==> config.mk <==
export PLATFORM = sky130hd
export DESIGN_NAME = loc_exec
export DESIGN_NICKNAME = d
export VERILOG_FILES = /design/src/loc_pkg.sv /design/src/loc_exec.sv
export SDC_FILE = /design/constraint.sdc
export NUM_CORES = 1
export LEC_CHECK = 0
export BUFFER_PORTS_ARGS = -buffer_cell sky130_fd_sc_hd__buf_2
export CAP_MARGIN = 20
export CORE_AREA = 2 2 164 166
export DETAILED_ROUTE_END_ITERATION = 8
export DIE_AREA = 0 0 166 168
export GPL_ROUTABILITY_DRIVEN = 0
export PLACE_DENSITY_LB_ADDON = 0.1
export SLEW_MARGIN = 20
export SYNTH_ARGS = -nofsm -noshare
export SYNTH_HDL_FRONTEND = slang
export SYNTH_SLANG_ARGS = --single-unit
==> constraint.sdc <==
create_clock -name vclk -period 26.2
set_input_delay 7.86 -clock vclk [all_inputs]
set_output_delay 7.86 -clock vclk [all_outputs]
set_load 0.01 [all_outputs]
==> src/loc_pkg.sv <==
// ----------------------------------------------------------------------------
// loc_pkg
// Shared types and constants of the literal occurrence counter.
// ----------------------------------------------------------------------------
package loc_pkg;

    localparam int LIT_W    = 12;
    localparam int OP_W     = 2;
    localparam int CFG_W    = 11;
    localparam int CNT_W    = 17;
    localparam int VAR_W    = 18;
    localparam int SUM_W    = 32;
    localparam int CLAUSE_W = 17;

    localparam int MAX_ATOMS_DEF   = 1024;
    localparam int MAX_CLAUSES_DEF = 65536;
    localparam int CLAUSE_CAP      = 131071;

    localparam logic [CNT_W-1:0] COUNT_MAX     = 17'h10000;
    localparam logic [CFG_W-1:0] NUM_ATOMS_RST = 11'd1024;

    typedef enum logic [OP_W-1:0] {
        OP_COUNT = 2'd0,
        OP_SUM   = 2'd1,
        OP_QUERY = 2'd2
    } opcode_t;

    typedef enum logic [1:0] {
        ST_CLEAR,
        ST_IDLE,
        ST_EXEC
    } state_t;

    typedef struct packed {
        logic [CLAUSE_W-1:0] pos_stamp;
        logic [CLAUSE_W-1:0] neg_stamp;
        logic [CNT_W-1:0]    pos_cnt;
        logic [CNT_W-1:0]    neg_cnt;
    } entry_t;

    typedef struct packed {
        opcode_t op;
        logic    neg;
        logic    last;
        logic    valid;
    } item_t;

    typedef struct packed {
        logic             status;
        logic [CNT_W-1:0] positive_count;
        logic [CNT_W-1:0] negative_count;
        logic [VAR_W-1:0] variable_count;
        logic [SUM_W-1:0] clause_literal_sum;
        logic [SUM_W-1:0] clause_variable_sum;
    } result_t;

endpackage

==> src/loc_exec.sv <==
// ----------------------------------------------------------------------------
// loc_exec
// Update logic for one transaction: new atom entry, clause number,
// accumulators and the result.
// ----------------------------------------------------------------------------
module loc_exec #(
    parameter int MAX_CLAUSES = loc_pkg::MAX_CLAUSES_DEF
) (
    input  loc_pkg::item_t                     item,
    input  loc_pkg::entry_t                    rd_entry,
    input  logic [loc_pkg::CLAUSE_W-1:0]       clause_no,
    input  logic [loc_pkg::SUM_W-1:0]          lit_acc,
    input  logic [loc_pkg::SUM_W-1:0]          var_acc,
    output loc_pkg::entry_t                    wr_entry,
    output logic                               wr_en,
    output logic                               has_result,
    output loc_pkg::result_t                   result,
    output logic [loc_pkg::CLAUSE_W-1:0]       clause_next,
    output logic [loc_pkg::SUM_W-1:0]          lit_acc_next,
    output logic [loc_pkg::SUM_W-1:0]          var_acc_next
);

    localparam int CLAUSE_LIMIT =
        (MAX_CLAUSES > loc_pkg::CLAUSE_CAP) ? loc_pkg::CLAUSE_CAP : MAX_CLAUSES;
    localparam logic [loc_pkg::CLAUSE_W-1:0] CLAUSE_MAX = loc_pkg::CLAUSE_W'(CLAUSE_LIMIT);

    logic [loc_pkg::CLAUSE_W-1:0] clause_adv;
    logic [loc_pkg::CNT_W-1:0]    lit_freq;
    logic [loc_pkg::VAR_W-1:0]    var_freq;
    logic [loc_pkg::SUM_W:0]      lit_sum;
    logic [loc_pkg::SUM_W:0]      var_sum;
    logic [loc_pkg::SUM_W-1:0]    lit_sat;
    logic [loc_pkg::SUM_W-1:0]    var_sat;

    always_comb
    begin
        clause_adv = (clause_no < CLAUSE_MAX) ? clause_no + 1'b1 : clause_no;
        lit_freq   = item.neg ? rd_entry.neg_cnt : rd_entry.pos_cnt;
        var_freq   = loc_pkg::VAR_W'(rd_entry.pos_cnt) + loc_pkg::VAR_W'(rd_entry.neg_cnt);
        lit_sum    = {1'b0, lit_acc} + (loc_pkg::SUM_W + 1)'(lit_freq);
        var_sum    = {1'b0, var_acc} + (loc_pkg::SUM_W + 1)'(var_freq);
        lit_sat    = lit_sum[loc_pkg::SUM_W] ? '1 : lit_sum[loc_pkg::SUM_W-1:0];
        var_sat    = var_sum[loc_pkg::SUM_W] ? '1 : var_sum[loc_pkg::SUM_W-1:0];
    end

    always_comb
    begin
        wr_entry     = rd_entry;
        wr_en        = 1'b0;
        has_result   = 1'b1;
        result       = '0;
        clause_next  = clause_no;
        lit_acc_next = lit_acc;
        var_acc_next = var_acc;

        unique case (item.op)
            loc_pkg::OP_COUNT:
            begin
                if (item.valid)
                begin
                    has_result = 1'b0;
                    wr_en      = 1'b1;
                    // A literal already stamped with this clause was counted before.
                    if (item.neg && rd_entry.neg_stamp != clause_no)
                    begin
                        wr_entry.neg_stamp = clause_no;
                        if (rd_entry.neg_cnt < loc_pkg::COUNT_MAX)
                        begin
                            wr_entry.neg_cnt = rd_entry.neg_cnt + 1'b1;
                        end
                    end
                    else if (!item.neg && rd_entry.pos_stamp != clause_no)
                    begin
                        wr_entry.pos_stamp = clause_no;
                        if (rd_entry.pos_cnt < loc_pkg::COUNT_MAX)
                        begin
                            wr_entry.pos_cnt = rd_entry.pos_cnt + 1'b1;
                        end
                    end
                end
                else
                begin
                    result.status = 1'b1;
                end
                if (item.last)
                begin
                    clause_next = clause_adv;
                end
            end
            loc_pkg::OP_SUM:
            begin
                if (item.valid)
                begin
                    lit_acc_next = lit_sat;
                    var_acc_next = var_sat;
                end
                if (item.last)
                begin
                    if (item.valid)
                    begin
                        result.clause_literal_sum  = lit_sat;
                        result.clause_variable_sum = var_sat;
                    end
                    else
                    begin
                        result.status = 1'b1;
                    end
                    lit_acc_next = '0;
                    var_acc_next = '0;
                end
                else if (item.valid)
                begin
                    has_result = 1'b0;
                end
                else
                begin
                    result.status = 1'b1;
                end
            end
            loc_pkg::OP_QUERY:
            begin
                if (item.valid && !item.neg)
                begin
                    result.positive_count = rd_entry.pos_cnt;
                    result.negative_count = rd_entry.neg_cnt;
                    result.variable_count = var_freq;
                end
                else
                begin
                    result.status = 1'b1;
                end
            end
            default:
            begin
                result.status = 1'b1;
            end
        endcase
    end

endmodule

Word-level counts from Yosys, hierarchy flattened:

Cells that the tools add are included.

* register bits after elaboration: 0
* input bits: 154
* output and inout port bits: 268
* logic and storage cells: 53

* add/subtract/negate cells: 6
* $lt $le $gt $ge: 3
* equality and inequality tests: 4
* muxes and demuxes: 34
* reductions and logical operators: 6

Operator list (count)
* $mux 32: 8
* $mux 17: 12
* $mux 64: 3
* $mux 68: 2
* $mux 52: 2
* $add 17x1->17 const B: 3
* $lt 17x17->1 const B: 3
* $ne 17x17->1: 2
* $add 32x17->33: 1
* $add 32x18->33: 1
* $add 17x17->18: 1
* $mux 1: 5
* $pmux 1 s2: 2
* $logic_and 1x1->1: 3
* $eq 2x1->1 const B: 1
* $eq 2x2->1 const B: 1
* $logic_not 2->1: 1
* $reduce_or 2->1: 1
* $logic_not 1->1: 1

Depth between registers and ports, before layout:

* depth after elaboration: 6
* mapped depth: 19
* mapped depth without buffers: 19

Worst setup path after synthesis:

Ideal clock, no wire load.

* path kind: input to output
* from: in rd_entry[0] in the netlist's numbering
* to: out var_acc_next[23] in the netlist's numbering
* arrival time: 11.745 ns
* required time: 18.340 ns
* path slack: 6.595 ns
* stages on the path: 18
* buffers on the path: 0
* path through: ha_1 -> fa_1 -> a21o_1 -> a21o_1 -> a2111oi_2 -> o21ai_0 -> nand2_1 -> nand2_1 -> a211oi_1 -> nor2_1 -> ha_1 -> nand4_1 -> or2_2 -> o211ai_1 -> o21a_1 -> nand4_1 -> nor2b_1 -> a211oi_1

* word-level cells in the longest chain between the ends: 6

Ends and longest elaborated chain
* start, declared: line loc_exec.sv:10 `input loc_pkg::entry_t rd_entry,`
* $add 17x17->18: line loc_exec.sv:39 `var_freq = loc_pkg::VAR_W'(rd_entry.pos_cnt) + loc_pkg::VAR_W'(rd_entry.neg_cnt);`
* $add 32x18->33: line loc_exec.sv:41 `var_sum = {1'b0, var_acc} + (loc_pkg::SUM_W + 1)'(var_freq);`
* $mux 32: line loc_exec.sv:43 `var_sat = var_sum[loc_pkg::SUM_W] ? '1 : var_sum[loc_pkg::SUM_W-1:0];`
* $mux 32: line loc_exec.sv:92 `if (item.valid)`
* $mux 32: line loc_exec.sv:97 `if (item.last)`
* $mux 32: line loc_exec.sv:56 `unique case (item.op)`
* end, declared: line loc_exec.sv:20 `output logic [loc_pkg::SUM_W-1:0] var_acc_next`

Every way passes these cells.

Final worst setup path:

* from: in rd_entry[17] in the netlist's numbering
* to: out var_acc_next[29] in the netlist's numbering

The elaborated chain is that of the path after synthesis.

==> results.toml <==
[global_routing]
grt_first_pass_wirelength_um = 51100
grt_util_all_layers = 0.228
grt_pass1_vias = 8655
antenna_found_initial = 3
grt_max_degree = 61
gr-total-overflow = 0

[critical_path]
required_ns = 18.34
cp_top_family = "compound AO/OA/AOI/OAI gates"
critPathMaxFanout = 16
path_cells = "buf_2, ha_1, fa_1, a21o_1, a21o_1, a2111oi_2, o21ai_0, nand2_1, nand2_1, a211oi_1, nor2_1, ha_1, nand4_1, o21a_2, or3_1, and4_1, nor3_1, buf_2"
max_stage_delay_ns = 0.63
setup.worst_path.class = "input pin to output pin"
crit_buf_inv = 2
critPathArrivalTime_ns = 12.69
crit_path_top_delay_cell = "or3_1"
crit_path_end_kind = "output pin"
startpoint_type = "input pin"
startpoint = "rd_entry[17]"

[final_layout]
nClkBuffers = 0
final_cell_count_no_fill = 1761
finalNetCount = 1632
multi_input_area_mm2 = 0.00645
register_area_um2 = 0
nFlopsAndLatches = 0
final_layout_size_suffix_gt1_frac = 0.362
fillers = 3011
syn2layout_area_growth_pct = 34.2

[placement]
dp_hpwl_um = 28900
pre_cts_slack_ns = 5.68
io_buffers = 422
dp.cells = 1758

[clock_network]
postCtsHoldBufs = 0
post_cts_resized = 0
post_cts_buffers = 0

[floorplanning]
dieArea_mm2 = 0.0279
ios = 422
num_rows = 60
die_w_um = 166
start_util = 0.260
core_area_mm2 = 0.0264
die_y_um = 168

[hold_path]
hold_class = "input pin to output pin"
hold_start = "lit_acc[28]"
holdPathEnd = "result[60]"
hold_depth = 3

[routing]
wl_met2_um = 16300
wl_um = 34100
ant_nets = 0
dr.first_iter.drc_count = 467
dr.max_layer_used = "met5"
wl_met3_um = 2340
wire_per_inst_um = 19.4
num_vias = 9131
first_pass_iters = 5
drc = 0
met1_length_um = 14800
drt-vias-per-instance = 5.19

[power]
p_leak_nw = 4.70
fin_total_pwr_uw = 221
ir_drop_mv = 0.0105
power.density_mw_per_mm2 = 24.0

[synthesis]
yosys-top-cells-count = "nor2_1 (132), nand2_1 (104), o21ai_0 (78)"
yosys-top-cells-area = "ha_1 (10%), xor2_1 (8.4%), xnor2_1 (8.3%), mux2_2 (7.9%), nor2_1 (7.2%)"
synth_seq_area_share = 0
yosysTopAreaCellShare = 0.100
syn-num-nets = 1263
synth_area_mm2 = 0.00685
yosys.area.top_type = "ha_1"
syn-mean-instance-area_um2 = 6.52
netlist_instances = 1051
yosysWarnings = 0
synth_cell_types = 76
yosysMostFrequentCell = "nor2_1"

[sta]
tightest_slew_ns = 1.08
drv_slew = 0
setup_ws_ns = 5.65
rsz0062_at_grt = "no"
relSlewSlack = 0.277
finalHoldViolCount = 0
fin_setup_tns_ns = 0
fmax_mhz = 48.7
holdWs_ns = 16.02
setup_violations = 0
period_share = 0.784
period_needed_ns = 20.55

[job]
drv_cap = 0

[outcome]
outcome = "finished clean"
placed cells by master, fill, tap and decap left out, types with 9 or more instances in the layout:
master | netlist | layout
buf_2 | 13 | 422
nor2_1 | 132 | 132
nand2_1 | 104 | 102
o21ai_0 | 78 | 78
a21oi_1 | 70 | 70
xor2_1 | 66 | 66
xnor2_1 | 65 | 65
ha_1 | 55 | 55
and2_1 | 50 | 50
mux2_2 | 48 | 48
inv_1 | 38 | 38
nor3_1 | 27 | 27
nand3_1 | 26 | 26
a21o_1 | 22 | 22
and3_1 | 18 | 18
a31oi_1 | 18 | 18
nand4_1 | 13 | 13
a211oi_1 | 13 | 13
o21a_1 | 10 | 10
or2_2 | 9 | 9
per-stage QoR:
step	util	area [um^2]
after global placement	0.348	9180
after CTS	0.348	9180
after detailed placement	0.348	9180
after global routing	0.349	9190
final	0.349	9190
after floorplan	-	6850
metal layers:
metal / track usage / vias up
met5: 0 / -
met4: 0.0446 / 2
met3: 0.0411 / 36
met2: 0.400 / 359
met1: 0.293 / 4242
li1: - / 4492
power breakdown:
part	total, mW	internal [mW]	switching (mW)
clock	0.0000000103	0.0000000103	0
combinational	0.221	0.0888	0.132
sequential	0	0	0
total	0.221	0.0888	0.132
worst min-delay path: cells and delay by family:
family                 cells  cell delay, ns
buffers and inverters      2            0.23
AOI/OAI and AO/OA          1            0.07
worst max-delay path by stage:
stage                                  end  slack, ns  cells after the start
after floorplan           var_acc_next[23]       6.60                     18
after global placement    var_acc_next[18]       5.77                     19
after detailed placement  var_acc_next[18]       5.68                     19
after CTS                 var_acc_next[29]       5.66                     18
after global routing      var_acc_next[29]       5.19                     18
final                     var_acc_next[29]       5.65                     18
final cells by class:
cell class | count | share of cell area
multi-input combinational | 951 | 0.702
timing repair buffer | 429 | 0.236
tap | 341 | 0.0464
inverter | 38 | 0.0155
antenna | 2 | 0.000545
cell families after synthesis:
family / synth area share
AOI/OAI and AO/OA: 0.275
xor gates and xnor gates: 0.168
adders and majority gates: 0.109
buffers and inverters: 0.0607
muxes: 0.0877
and+or+nand+nor: 0.300
Power figures use the tool's default switching activity.
